`config.mk`:
```
export PLATFORM = sky130hd
export DESIGN_NAME = intel_hex_record_parser_flat
export DESIGN_NICKNAME = d
export VERILOG_FILES = /design/src/rtl/ihp_pkg.sv /design/src/rtl/ihp_if.sv /design/src/rtl/ihp_parser.sv /design/src/rtl/ihp_out_stage.sv /design/src/rtl/intel_hex_record_parser.sv /design/src/flat_wrapper.sv
export SDC_FILE = /design/constraint.sdc
export NUM_CORES = 1
export LEC_CHECK = 0
export BUFFER_PORTS_ARGS = -buffer_cell sky130_fd_sc_hd__buf_2
export CAP_MARGIN = 10
export CORE_UTILIZATION = 52
export CTS_CLUSTER_DIAMETER = 50
export DETAILED_ROUTE_END_ITERATION = 16
export PLACE_DENSITY = 0.7
export SETUP_SLACK_MARGIN = 0.2
export SLEW_MARGIN = 30
export SYNTH_ARGS = -nofsm -noshare
export SYNTH_HDL_FRONTEND = slang
export SYNTH_SLANG_ARGS = --single-unit
```
`constraint.sdc`:
```
create_clock -name clk_i -period 17 [get_ports clk_i]
set_input_delay 1.7 -clock clk_i [delete_from_list [all_inputs] [get_ports clk_i]]
set_output_delay 1.7 -clock clk_i [all_outputs]
set_load 0.1 [all_outputs]
```
`src/rtl/ihp_pkg.sv`:
```
// ----------------------------------------------------------------------------
// ihp_pkg: shared types and constants of the Intel HEX record parser
// Character and result item layouts, parse phases, record types, hex decode.
// ----------------------------------------------------------------------------
package ihp_pkg;

  // Character codes
  localparam logic [7:0] CHAR_COLON   = 8'h3A;
  localparam logic [7:0] CHAR_NEWLINE = 8'h0A;
  localparam logic [7:0] CHAR_DIGIT_0 = 8'h30;
  localparam logic [7:0] CHAR_DIGIT_9 = 8'h39;
  localparam logic [7:0] CHAR_UPPER_A = 8'h41;
  localparam logic [7:0] CHAR_UPPER_F = 8'h46;
  localparam logic [7:0] CHAR_LOWER_A = 8'h61;
  localparam logic [7:0] CHAR_LOWER_F = 8'h66;
  localparam logic [7:0] HEX_TEN      = 8'h0A;

  // Record types
  localparam logic [7:0] REC_DATA    = 8'h00;
  localparam logic [7:0] REC_EOF     = 8'h01;
  localparam logic [7:0] REC_SEGMENT = 8'h02;
  localparam logic [7:0] REC_LINEAR  = 8'h04;

  typedef enum logic [2:0] {
    PH_LINE_START = 3'd0,
    PH_SKIP       = 3'd1,
    PH_COUNT      = 3'd2,
    PH_ADDR       = 3'd3,
    PH_TYPE       = 3'd4,
    PH_DATA       = 3'd5,
    PH_CHECK      = 3'd6,
    PH_TAIL       = 3'd7
  } phase_e;

  typedef enum logic [1:0] {
    KIND_WRITE     = 2'd0,
    KIND_CHECKSUM  = 2'd1,
    KIND_SUMMARY   = 2'd2,
    KIND_MALFORMED = 2'd3
  } kind_e;

  typedef struct packed {
    logic [7:0] char_code;
    logic       end_of_stream;
  } char_t;

  typedef struct packed {
    kind_e       result_kind;
    logic [31:0] write_address;
    logic [7:0]  write_data;
    logic [31:0] entry_point;
    logic [31:0] range_low;
    logic [31:0] range_high;
    logic        range_valid;
    logic        failed;
    logic [15:0] line_number;
  } result_t;

  typedef struct packed {
    logic       ok;
    logic [3:0] value;
  } hex_t;

  function automatic hex_t hex_decode(input logic [7:0] c);
    hex_t       h;
    logic [7:0] d;
    h = '0;
    d = '0;
    if (c >= CHAR_DIGIT_0 && c <= CHAR_DIGIT_9) begin
      h.ok = 1'b1;
      d    = c - CHAR_DIGIT_0;
    end else if (c >= CHAR_UPPER_A && c <= CHAR_UPPER_F) begin
      h.ok = 1'b1;
      d    = c - CHAR_UPPER_A + HEX_TEN;
    end else if (c >= CHAR_LOWER_A && c <= CHAR_LOWER_F) begin
      h.ok = 1'b1;
      d    = c - CHAR_LOWER_A + HEX_TEN;
    end
    h.value = d[3:0];
    return h;
  endfunction

endpackage

```
`src/rtl/ihp_if.sv`:
```
// ----------------------------------------------------------------------------
// ihp_if: valid/ready channels of the Intel HEX record parser
// One channel for text characters, one for result items.
// ----------------------------------------------------------------------------
interface ihp_char_if import ihp_pkg::*; ();
  logic  valid;
  logic  ready;
  char_t data;

  modport source (output valid, output data, input ready);
  modport sink   (input valid, input data, output ready);
endinterface

interface ihp_result_if import ihp_pkg::*; ();
  logic    valid;
  logic    ready;
  result_t data;

  modport source (output valid, output data, input ready);
  modport sink   (input valid, input data, output ready);
endinterface

```
`src/rtl/ihp_parser.sv`:
```
// ----------------------------------------------------------------------------
// ihp_parser: record parse state and per-character update
// Advances the record state by one character and forms at most one result.
// ----------------------------------------------------------------------------
module ihp_parser import ihp_pkg::*; #(
  parameter int ADDR_WIDTH       = 32,
  parameter int LINE_COUNT_WIDTH = 16
) (
  input  logic    clk_i,
  input  logic    rst_ni,
  input  logic    step_i,
  input  char_t   char_i,
  output logic    res_valid_o,
  output result_t res_o
);

  localparam int AW = ADDR_WIDTH;
  localparam int LW = LINE_COUNT_WIDTH;

  phase_e          phase_q, phase_d;
  logic [2:0]      nib_q, nib_d;
  logic [31:0]     field_q, field_d;
  logic [7:0]      len_q, len_d;
  logic [7:0]      left_q, left_d;
  logic [7:0]      rkind_q, rkind_d;
  logic [AW-1:0]   seg_q, seg_d;
  logic [AW-1:0]   waddr_q, waddr_d;
  logic [7:0]      sum_q, sum_d;
  logic [AW-1:0]   low_q, low_d;
  logic [AW-1:0]   high_q, high_d;
  logic            any_q, any_d;
  logic [31:0]     entry_q, entry_d;
  logic [LW-1:0]   line_q, line_d;
  logic            stop_q, stop_d;

  hex_t        hex;
  logic [31:0] fv_n;
  logic [2:0]  nib_n;
  logic        act, hex_phase, bad, dig, field_end, last_byte, fin, do_write;
  logic [7:0]  sum_n;
  logic [31:0] fin_value;
  logic [31:0] line_wide;

  assign hex       = hex_decode(char_i.char_code);
  assign fv_n      = {field_q[27:0], hex.value};
  assign nib_n     = nib_q + 3'd1;
  assign act       = step_i && !char_i.end_of_stream && !stop_q;
  assign hex_phase = (phase_q inside {PH_COUNT, PH_ADDR, PH_TYPE, PH_DATA, PH_CHECK});
  assign bad       = act && hex_phase && !hex.ok;
  assign dig       = act && hex_phase && hex.ok;
  assign field_end = dig && ((phase_q == PH_ADDR) ? (nib_n == 3'd4) : (nib_n == 3'd2));
  assign last_byte = field_end && (phase_q == PH_DATA) && (left_q == 8'd1);
  assign fin       = (field_end && (phase_q == PH_TYPE) && (len_q == 8'd0)) || last_byte;
  assign do_write  = field_end && (phase_q == PH_DATA) && (rkind_q == REC_DATA);
  assign sum_n     = (phase_q == PH_ADDR) ? (sum_q + fv_n[15:8] + fv_n[7:0])
                                          : (sum_q + fv_n[7:0]);
  // A record with no data bytes ends with a zero value
  assign fin_value = (phase_q == PH_DATA) ? fv_n : 32'd0;

  // Next phase
  always_comb begin
    phase_d = phase_q;
    if (act) begin
      unique case (phase_q)
        PH_LINE_START: begin
          if (char_i.char_code == CHAR_COLON) begin
            phase_d = PH_COUNT;
          end else if (char_i.char_code != CHAR_NEWLINE) begin
            phase_d = PH_SKIP;
          end
        end
        PH_SKIP, PH_TAIL: begin
          if (char_i.char_code == CHAR_NEWLINE) begin
            phase_d = PH_LINE_START;
          end
        end
        default: begin
          if (bad) begin
            phase_d = (char_i.char_code == CHAR_NEWLINE) ? PH_LINE_START : PH_SKIP;
          end else if (field_end) begin
            unique case (phase_q)
              PH_COUNT: phase_d = PH_ADDR;
              PH_ADDR:  phase_d = PH_TYPE;
              PH_TYPE:  phase_d = (len_q == 8'd0) ? PH_CHECK : PH_DATA;
              PH_DATA:  phase_d = last_byte ? PH_CHECK : PH_DATA;
              default:  phase_d = (sum_n == 8'd0) ? PH_TAIL : PH_CHECK;
            endcase
          end
        end
      endcase
    end
  end

  // Datapath state
  always_comb begin
    nib_d   = nib_q;
    field_d = field_q;
    len_d   = len_q;
    left_d  = left_q;
    rkind_d = rkind_q;
    seg_d   = seg_q;
    waddr_d = waddr_q;
    sum_d   = sum_q;
    low_d   = low_q;
    high_d  = high_q;
    any_d   = any_q;
    entry_d = entry_q;
    line_d  = line_q;
    stop_d  = stop_q;

    if (act && phase_q == PH_LINE_START) begin
      if (line_q != '1) begin
        line_d = line_q + LW'(1);
      end
      if (char_i.char_code == CHAR_COLON) begin
        nib_d   = '0;
        field_d = '0;
        sum_d   = '0;
      end
    end

    if (dig) begin
      nib_d   = nib_n;
      field_d = fv_n;
      if (field_end) begin
        nib_d   = '0;
        field_d = '0;
        sum_d   = sum_n;
        unique case (phase_q)
          PH_COUNT: len_d = fv_n[7:0];
          PH_ADDR:  waddr_d = seg_q + AW'(fv_n[15:0]);
          PH_TYPE: begin
            rkind_d = fv_n[7:0];
            left_d  = len_q;
          end
          PH_DATA: begin
            // Keep the shifted bytes: start and base values come from them
            field_d = fv_n;
            waddr_d = waddr_q + AW'(1);
            left_d  = left_q - 8'd1;
            if (do_write) begin
              any_d = 1'b1;
              if (!any_q || waddr_q < low_q) begin
                low_d = waddr_q;
              end
              if (!any_q || waddr_q > high_q) begin
                high_d = waddr_q;
              end
            end
          end
          default: begin
            if (sum_n != 8'd0) begin
              stop_d = 1'b1;
            end
          end
        endcase
      end
    end

    if (fin) begin
      nib_d   = '0;
      field_d = '0;
      if (phase_q == PH_TYPE) begin
        rkind_d = fv_n[7:0];
      end
      if ((phase_q == PH_TYPE ? fv_n[7:0] : rkind_q) == REC_EOF) begin
        entry_d = fin_value;
      end else if ((phase_q == PH_TYPE ? fv_n[7:0] : rkind_q) == REC_SEGMENT) begin
        seg_d = AW'({fin_value[15:0], 4'h0});
      end else if ((phase_q == PH_TYPE ? fv_n[7:0] : rkind_q) == REC_LINEAR) begin
        seg_d = AW'({fin_value[15:0], 16'h0000});
      end
    end
  end

  // Result item, taken from the updated state
  assign line_wide = 32'(line_d);

  always_comb begin
    res_valid_o         = 1'b0;
    res_o.result_kind   = KIND_SUMMARY;
    res_o.write_address = '0;
    res_o.write_data    = '0;
    if (step_i && char_i.end_of_stream) begin
      res_valid_o       = 1'b1;
      res_o.result_kind = KIND_SUMMARY;
    end else if (bad) begin
      res_valid_o       = 1'b1;
      res_o.result_kind = KIND_MALFORMED;
    end else if (do_write) begin
      res_valid_o         = 1'b1;
      res_o.result_kind   = KIND_WRITE;
      res_o.write_address = 32'(waddr_q);
      res_o.write_data    = fv_n[7:0];
    end else if (field_end && phase_q == PH_CHECK && sum_n != 8'd0) begin
      res_valid_o       = 1'b1;
      res_o.result_kind = KIND_CHECKSUM;
    end
    res_o.entry_point = entry_d;
    res_o.range_low   = any_d ? 32'(low_d) : 32'd0;
    res_o.range_high  = any_d ? 32'(high_d) : 32'd0;
    res_o.range_valid = any_d;
    res_o.failed      = stop_d;
    res_o.line_number = (line_wide > 32'h0000_FFFF) ? 16'hFFFF : line_wide[15:0];
  end

  always_ff @(posedge clk_i or negedge rst_ni) begin
    if (!rst_ni) begin
      phase_q <= PH_LINE_START;
      nib_q   <= '0;
      field_q <= '0;
      len_q   <= '0;
      left_q  <= '0;
      rkind_q <= '0;
      seg_q   <= '0;
      waddr_q <= '0;
      sum_q   <= '0;
      low_q   <= '0;
      high_q  <= '0;
      any_q   <= 1'b0;
      entry_q <= '0;
      line_q  <= '0;
      stop_q  <= 1'b0;
    end else if (step_i) begin
      phase_q <= phase_d;
      nib_q   <= nib_d;
      field_q <= field_d;
      len_q   <= len_d;
      left_q  <= left_d;
      rkind_q <= rkind_d;
      seg_q   <= seg_d;
      waddr_q <= waddr_d;
      sum_q   <= sum_d;
      low_q   <= low_d;
      high_q  <= high_d;
      any_q   <= any_d;
      entry_q <= entry_d;
      line_q  <= line_d;
      stop_q  <= stop_d;
    end
  end

  a_stop_sticky: assert property (@(posedge clk_i) disable iff (!rst_ni)
    stop_q |=> stop_q)
    else $error("parser left the stopped state");

  a_write_in_range: assert property (@(posedge clk_i) disable iff (!rst_ni)
    (res_valid_o && res_o.result_kind == KIND_WRITE) |->
      (res_o.range_valid && res_o.range_low <= res_o.write_address &&
       res_o.write_address <= res_o.range_high))
    else $error("write address outside tracked range");

  a_quiet_when_stopped: assert property (@(posedge clk_i) disable iff (!rst_ni)
    (step_i && stop_q && !char_i.end_of_stream) |-> !res_valid_o)
    else $error("result produced after checksum failure");

endmodule

```
`src/rtl/ihp_out_stage.sv`:
```
// ----------------------------------------------------------------------------
// ihp_out_stage: result register of the Intel HEX record parser
// Holds one result item until the sink takes it.
// ----------------------------------------------------------------------------
module ihp_out_stage import ihp_pkg::*; (
  input  logic             clk_i,
  input  logic             rst_ni,
  input  logic             load_i,
  input  result_t          res_i,
  output logic             can_load_o,
  ihp_result_if.source     out_o
);

  logic    valid_q, valid_d;
  result_t data_q;

  assign can_load_o = !valid_q || out_o.ready;
  assign valid_d    = can_load_o ? load_i : valid_q;

  always_ff @(posedge clk_i or negedge rst_ni) begin
    if (!rst_ni) begin
      valid_q <= 1'b0;
    end else begin
      valid_q <= valid_d;
    end
  end

  always_ff @(posedge clk_i) begin
    if (load_i && can_load_o) begin
      data_q <= res_i;
    end
  end

  assign out_o.valid = valid_q;
  assign out_o.data  = data_q;

endmodule

```
`src/rtl/intel_hex_record_parser.sv`:
```
// ----------------------------------------------------------------------------
// intel_hex_record_parser: Intel HEX text stream to memory writes
// Character register, combinational parse update, result register.
// ----------------------------------------------------------------------------
// The block takes one text character per cycle while the sink takes every
// result, and then keeps up with a stream that never pauses: a character is
// registered, the parser updates its record state from the held character
// while any result lands in the output register at that same edge, and the
// result is offered from there. The input stalls only while a character is held
// and the output register still holds an item the sink has not taken.
// The rate of one item per cycle is set by the combinational parse
// update (nibble shift, 8-bit checksum add and the low/high address compare).
// Lines that do not open with ':' are skipped; data records produce one write
// item per byte at base plus address; types 2 and 4 load the segment or
// linear base, type 1 loads the start address. A bad hex digit yields a
// malformed item; a checksum failure yields a failure item and freezes the
// parser until reset. An end_of_stream item always yields a summary item
// carrying the current start address, written range and line number.
// ----------------------------------------------------------------------------
module intel_hex_record_parser import ihp_pkg::*; #(
  parameter int ADDR_WIDTH       = 32,
  parameter int LINE_COUNT_WIDTH = 16
) (
  input  logic          clk_i,
  input  logic          rst_ni,
  ihp_char_if.sink      in_i,
  ihp_result_if.source  out_o
);

  logic    in_valid_q, in_valid_d;
  char_t   in_data_q;
  logic    advance;
  logic    out_can_load;
  logic    res_valid;
  result_t res;

  // Advance the held character when the result register can take its result
  assign advance    = in_valid_q && out_can_load;
  assign in_i.ready = !in_valid_q || advance;

  always_comb begin
    in_valid_d = in_valid_q;
    if (in_i.valid && in_i.ready) begin
      in_valid_d = 1'b1;
    end else if (advance) begin
      in_valid_d = 1'b0;
    end
  end

  always_ff @(posedge clk_i or negedge rst_ni) begin
    if (!rst_ni) begin
      in_valid_q <= 1'b0;
    end else begin
      in_valid_q <= in_valid_d;
    end
  end

  // Capture the character item on accept
  always_ff @(posedge clk_i) begin
    if (in_i.valid && in_i.ready) begin
      in_data_q <= in_i.data;
    end
  end

  ihp_parser #(
    .ADDR_WIDTH       (ADDR_WIDTH),
    .LINE_COUNT_WIDTH (LINE_COUNT_WIDTH)
  ) u_parser (
    .clk_i       (clk_i),
    .rst_ni      (rst_ni),
    .step_i      (advance),
    .char_i      (in_data_q),
    .res_valid_o (res_valid),
    .res_o       (res)
  );

  ihp_out_stage u_out (
    .clk_i      (clk_i),
    .rst_ni     (rst_ni),
    .load_i     (res_valid),
    .res_i      (res),
    .can_load_o (out_can_load),
    .out_o      (out_o)
  );

  a_ready_only_when_blocked: assert property (@(posedge clk_i) disable iff (!rst_ni)
    !in_i.ready |-> (in_valid_q && out_o.valid && !out_o.ready))
    else $error("input stalled without a blocked result");

endmodule
```
`src/flat_wrapper.sv`:
```
// flat-port wrapper written by rule: the top's interface ports become plain ports
module intel_hex_record_parser_flat import ihp_pkg::*;
#(
  parameter int ADDR_WIDTH       = 32,
  parameter int LINE_COUNT_WIDTH = 16
)
  (clk_i, rst_ni, in_i_valid, in_i_data, in_i_ready, out_o_valid, out_o_data, out_o_ready);
  ihp_char_if in_i_i ();
  ihp_result_if out_o_i ();
  input  logic clk_i;
  input  logic rst_ni;
  input wire logic [$bits(in_i_i.valid)-1:0] in_i_valid;
  input wire logic [$bits(in_i_i.data)-1:0] in_i_data;
  output wire logic [$bits(in_i_i.ready)-1:0] in_i_ready;
  output wire logic [$bits(out_o_i.valid)-1:0] out_o_valid;
  output wire logic [$bits(out_o_i.data)-1:0] out_o_data;
  input wire logic [$bits(out_o_i.ready)-1:0] out_o_ready;
  assign in_i_i.valid = in_i_valid;
  assign in_i_i.data = in_i_data;
  assign in_i_ready = in_i_i.ready;
  assign out_o_valid = out_o_i.valid;
  assign out_o_data = out_o_i.data;
  assign out_o_i.ready = out_o_ready;
  intel_hex_record_parser #(.ADDR_WIDTH(ADDR_WIDTH), .LINE_COUNT_WIDTH(LINE_COUNT_WIDTH)) u_core (.clk_i(clk_i), .rst_ni(rst_ni), .in_i(in_i_i), .out_o(out_o_i));
endmodule
```
* Word-level counts from Yosys, hierarchy flattened *
Cells that the tools add are included.

cells by class
  magnitude comparators = 9
  add/sub/neg operators = 13
  equality and inequality tests = 19
  multiplexer cells = 74
  reduce and logical (&&, ||, !) cells = 55
  bitwise operators = 2

operators by type and width
  cell                   count
  $mux 32                15
  $mux 28                5
  $mux 8                 10
  $pmux 32 s2            1
  $add 32x1->32 const B  1
  $add 32x16->32         1
  $gt 32x32->1           1
  $lt 32x32->1           1
  $mux 16                2
  $mux 3                 10
  $add 8x8->8            3
  $logic_not 8->1        3
  $logic_and 1x1->1      21
  $mux 1                 21
  $add 16x1->16 const B  1
  $eq 8x1->1 const B     2
  $ge 8x7->1 const B     2
  $gt 16x16->1 const B   1
  $le 8x7->1 const B     2
  $ne 16x16->1 const B   1
  $pmux 8 s2             1
  $reduce_and 4->1       4
  $eq 3x3->1 const B     5
  $mux 4                 3
  32 further kinds       55

word-level totals
  bits in registers = 411
  word-level logic and storage cells = 201

* Depth between registers and ports, before layout *
  depth in word-level cells = 15
  mapped depth = 19
  mapped depth without buffers = 19

* By module *
A second synthesis with hierarchy kept.

second synthesis, totals
  cells, all modules = 1,976
  area, all modules = 20,666.1 um^2

modules (own cells, without submodules)
  module                   instances  cells each  area an instance (um^2)
  ihp_parser               1          1,802       15,597.5
  ihp_out_stage            1          160         4,738.3
  intel_hex_record_parser  1          14          330.3

* Worst setup path before layout *
Ideal clock, no wire load.

  path kind = register to register
  start = register u_core.in_data_q[1] (netlist name)
  end = register u_core.u_out.data_q (netlist bit u_core.u_out.out_o.data[0]) (enable)
  library setup time = 2,104 ps
  cell stages (with the launch flop) = 19
  clock period less this slack = 10,669 ps
  path slack = 6,331 ps
  arrival time = 8,565 ps
  path through = edfxtp_1 -> inv_1 -> ha_1 -> nor3b_1 -> and4bb_2 -> a21o_1 -> and2_1 -> buf_2 -> inv_1 -> fa_1 -> inv_1 -> ha_1 -> a211oi_1 -> nor3b_1 -> mux2_2 -> nor4_1 -> nand4_1 -> o21ai_0 -> o2111ai_1

between the ends
  cells in the longest elaborated chain, start to end = 14
  elaborated cells on any way between the ends = 37

ends and longest elaborated chain
  element                                           RTL line                                     text
  start, declared                                   intel_hex_record_parser.sv:31                char_t in_data_q;
  start signal, assigned                            intel_hex_record_parser.sv:61                in_data_q <= in_i.data;
  $sub 4x1->4 (tied with other cells)               ihp_pkg.sv:74, ihp_pkg.sv:77
  $add 4x4->4 or $logic_and 1x1->1 (tied branches)  ihp_pkg.sv:74, ihp_pkg.sv:77, ihp_pkg.sv:75
  $mux 4                                            ihp_pkg.sv:75                                end else if (c >= CHAR_LOWER_A && c <= CHAR_LOWER_F) begin
  $mux 4                                            ihp_pkg.sv:72                                end else if (c >= CHAR_UPPER_A && c <= CHAR_UPPER_F) begin
  $mux 4 (*)                                        ihp_pkg.sv:69                                if (c >= CHAR_DIGIT_0 && c <= CHAR_DIGIT_9) begin
  via u_core.u_parser.fv_n[2]                       ihp_parser.sv:37                             logic [31:0] fv_n;
  $add 8x8->8 (on tied branches)                    ihp_parser.sv:56, ihp_parser.sv:55
  $mux 8 (*)                                        ihp_parser.sv:55                             assign sum_n = (phase_q == PH_ADDR) ? (sum_q + fv_n[15:8] + fv_n[7:0])
  $reduce_bool 8->1 (*)                             ihp_parser.sv:195                            end else if (field_end && phase_q == PH_CHECK && sum_n != 8'd0) begin
  $logic_and 1x1->1 (*)                             ihp_parser.sv:195
  $mux 1 (*)                                        ihp_parser.sv:195
  $mux 1 (*)                                        ihp_parser.sv:190                            end else if (do_write) begin
  $mux 1 (*)                                        ihp_parser.sv:187                            end else if (bad) begin
  $mux 1 (*)                                        ihp_parser.sv:184                            if (step_i && char_i.end_of_stream) begin
  $logic_and 1x1->1 (*)                             ihp_out_stage.sv:29                          if (load_i && can_load_o) begin
  end signal, assigned                              ihp_out_stage.sv:30                          data_q <= res_i;
  end, declared                                     ihp_out_stage.sv:15                          result_t data_q;

The timed path passes the listed nets; every way through them passes the cells marked *.
A chain may end at the register's enable or synchronous reset.

* Worst setup path in the final report *
  start = register u_core.in_data_q[1] (netlist name)
  end = register u_core.u_out.data_q (netlist bit u_core.u_out.out_o.data[76]) (enable)

between the ends
  cells in the longest elaborated chain, start to end = 14
  elaborated cells on any way between the ends = 37

ends and longest elaborated chain
  element                                                 RTL line                                     text
  $sub 4x1->4 (tied with other cells)                     ihp_pkg.sv:74, ihp_pkg.sv:77
  $add 4x4->4 or $logic_and 1x1->1 (tied branches)        ihp_pkg.sv:74, ihp_pkg.sv:77, ihp_pkg.sv:75
  $mux 4 or $mux 1 (tied branches)                        ihp_pkg.sv:75
  $mux 4 or $mux 1 (tied branches)                        ihp_pkg.sv:72
  $mux 4 or $mux 1 (tied branches)                        ihp_pkg.sv:69
  $add 8x8->8 (tied with other cells)                     ihp_parser.sv:56                             : (sum_q + fv_n[7:0]);
  $mux 8 or $logic_and 1x1->1 (tied branches)             ihp_parser.sv:55, ihp_parser.sv:51
  $reduce_bool 8->1 or $logic_and 1x1->1 (tied branches)  ihp_parser.sv:195
  $logic_and 1x1->1                                       ihp_parser.sv:195
  $mux 1                                                  ihp_parser.sv:195
  $mux 1                                                  ihp_parser.sv:190
  $mux 1 (*)                                              ihp_parser.sv:187
  $mux 1 (*)                                              ihp_parser.sv:184
  $logic_and 1x1->1 (*)                                   ihp_out_stage.sv:29

Mark *: on every way between the ends. The rest lies on a longest branch, timed or not.

==> results.yml <==
logic_synthesis:
  synthDistinctLibCells: 91
  synthFlopType: "dfrtp_1"
  synth_area_leaders: "dfrtp_1 (29%), edfxtp_1 (24%), ha_1 (5.8%), nand2_1 (4.3%), o21ai_0 (4.0%)"
  yosysWarnings: 0
  async_flop_share_pct: 59.5
  yosysMostFrequentCell: "dfrtp_1"
  synth_area_leader_cell: "dfrtp_1"
  netlist_area_um2: 20800
  seq_area_frac_synth_pct: 53.0
  synth_edf_count: 165
  syn_inst: 1959
  synth.ff_latch_count: 407
  synth_top_cell_area_share_pct: 29.2
  synth_nets: 2079
  synth_common_cells: "dfrtp_1 (242), nand2_1 (237), o21ai_0 (166)"
  avgSynthCellArea_um2: 10.6
sta:
  worst_pin_slew_ns: 0.982
  period_minus_slack_ns: 6.50
  timing.slew.headroom_pct: 34.0
  finClkSkew_ns: 0.0274
  slew_viol_final: 0
  fmax_ghz: 0.154
  fin_crit_sh_pct: 38.2
  hold_viol: 0
  setup_ws_ns: 10.50
  rsz0062_at_grt: "no"
  finalSetupViolCount: 0
  finalSetupTns_ns: 0
cells_and_area:
  layout.nets: 2227
  drive_gt1_share_pct: 15.0
  final_util_pct: 60.5
  diodes: 0
  layout.cells.non_filler: 2663
  area_growth_pct: 13.7
clocking:
  cts_setup_buffers: 0
  cts_buffers: 46
  path_clk_slew_ns: 0.06
  htree_levels: 2
  cts_tree: "done"
  clockRootBuffer: "clkbuf_16"
  clock-sinks: 407
  cts_buffer_depth: 3
  clock_latency_ns: 0.60
  cts_resized: 0
  cts_hold_buf: 0
pwr:
  peakVddDrop_mv: 0.0730
  leakage_uw: 0.0109
  total_power_uw: 2660
  powerDensity_nw_per_um2: 113
detailed_routing:
  vias: 15500
  wirelength_mm: 50.4
  drc: 0
  avgRoutedWirePerCell_um: 18.9
  drt_first_pass_iters: 8
  first_iter_violations: 1158
  antenna_left: 0
  vias_per_cell: 5.82
critical_path:
  cp_common_cell: "inv_1"
  critical-path-max-stage-delay_ns: 0.67
  required_ns: 17.25
  worstSetupPathType: "flop to flop"
  start_kind: "flop"
  crit_chain: "inv_1, ha_1, nor3b_1, and4bb_2, a21o_1, and2_1, inv_1, fa_1, inv_1, ha_1, a211oi_1, nor3b_1, mux2_2, nor4_1, nand4_1, o21ai_0, o2111ai_4, buf_6, buf_6"
  arrival_ns: 6.75
  worstSetupEndpointType: "flop"
  crit_slowest_cell: "o21ai_0"
  cp_max_fo: 80
floorplan:
  initial_utilization_pct: 53.2
  die_w_um: 202
  placementRows: 72
  fp.dieArea_um2: 40700
  coreArea_um2: 39000
  die_h_um: 202
  io_pins: 171
grt:
  gr-total-overflow: 0
  met2_usage_pct: 40.6
  grt_max_degree: 112
  antenna_found_initial: 0
  met1_usage_pct: 35.2
  grt_pass1_wl_mm: 81.1
  grt_busiest_layer: "met2"
  grt_pass1_vias: 14900
  grt_usage_pct: 25.1
  grtUsageMet3_pct: 3.81
placed_design:
  hpwl_mm: 34.9
  io_buffers: 170
  place_ws_ns: 10.32
  placedCellCount: 2576
  place.gp.congestion: 0.874
status:
  status: "complete, no violations"
job:
  drv_cap: 0
hold_path:
  min-delay-path-class: "flop to flop"
[kinds of logic (layout without fill, tap and decap cells)]
group / Yosys count / in the layout / synth area share (%)
AND/OR/NAND/NOR: 614 / 614 / 14.3
AO/OA/AOI/OAI: 464 / 464 / 14.5
flip-flops: 407 / 407 / 53.0
buffers and inverters: 224 / 410 / 4.64
adder cells (fa/ha/maj): 107 / 107 / 6.81
multiplexers: 86 / 86 / 4.31
XOR/XNOR: 57 / 57 / 2.40
[final timing paths]
check                                            start                     endpoint  slack, ns  depth (start not counted)
setup / recovery                   u_core.in_data_q[1]  u_core.u_out.out_o.data[76]      10.50                         19
hold / removal             u_core.u_parser.entry_q[26]  u_core.u_parser.entry_q[26]       0.47                          2
setup reg to reg                   u_core.in_data_q[1]  u_core.u_out.out_o.data[76]      10.50                         19
hold reg to reg            u_core.u_parser.entry_q[26]  u_core.u_parser.entry_q[26]       0.47                          2
max in group asynchronous                       rst_ni    u_core.u_parser.low_q[31]      14.32                          3
min in group asynchronous                       rst_ni   u_core.u_parser.line_q[15]       0.98                          1
[worst max-delay path: cells and delay by family, from the launching register on]
family / cells / cell delay, ns
AOI/OAI and AO/OA: 4 / 1.50
adders and majority gates: 3 / 1.07
buffers and inverters: 5 / 1.13
DFF: 1 / 0.45
muxes: 1 / 0.28
and+or+nand+nor: 6 / 1.64
[layout make-up]
| type | instances | area, um2 |
|---|---|---|
| Timing Repair Buffer | 189 | 1030 |
| Multi-Input combinational cell | 1328 | 8850 |
| Tap cell | 518 | 648 |
| Inverter | 135 | 507 |
| Clock inverter | 30 | 272 |
| Clock buffer | 56 | 1280 |
| Sequential cell | 407 | 11000 |
| Fill cell | 3207 | 15400 |
[per-layer routing]
layer  share of wire (%)  vias to the layer above
met5                   0                        -
met4                 2.2                        0
met3                 5.0                       81
met2                  48                      445
met1                  45                     7602
li1                    -                     7366
[layout by cell type (no fill, tap or decap), types with 11 or more instances in the layout]
master	instances
buf_4	15
dfrtp_1	242
clkbuf_16	47
xor2_1	26
mux2_2	12
o31ai_1	21
nor2b_1	11
buf_2	169
and3_1	13
nand4_1	29
a22o_1	23
o21ai_1	11
a21oi_1	84
nand2_1	237
o21ai_0	166
nand2b_1	12
ha_1	97
xnor2_1	31
nor3_1	25
a211oi_1	12
o211ai_1	13
edfxtp_1	165
a32o_1	23
o22ai_1	11
inv_1	135
nor2_1	121
and2_1	14
nand3_1	79
a31oi_1	12
a21o_1	21
mux2i_1	70
[report_power, final]
part	internal, uW	switching (uW)	leakage (uW)	total, uW
combinational	97.4	430	0.00562	527
sequential	1090	50.4	0.00457	1140
clock	575	418	0.000763	993
total	1760	898	0.0109	2660
[through the flow]
step	cell area, um2	hold WS (ns)
final	23600	0.469
after global routing	23600	0.495
after detailed placement	22000	0.461
after global placement	22000	0.452
after CTS	23600	0.474
after floorplan	20800	0.439
[state kept, by name, indices dropped and copies added, names as in the netlist]
name and flops:
u_core.u_parser.phase_q 3, u_core.u_parser.entry_q 32, u_core.u_parser.waddr_q 32, u_core.u_parser.high_q 32, u_core.u_parser.sum_q 8, u_core.u_out.out_o.data 156, u_core.u_parser.left_q 8, u_core.u_parser.any_q 1
u_core.u_parser.line_q 16, u_core.u_parser.nib_q 3, u_core.in_valid_q 1, u_core.u_parser.field_q 28, u_core.u_parser.rkind_q 8, u_core.u_out.out_o.valid 1, u_core.u_parser.low_q 32, u_core.u_parser.stop_q 1
u_core.u_parser.len_q 8, u_core.in_data_q 9, u_core.u_parser.seg_q 28
No activity file was read; power rests on OpenSTA's default activity.
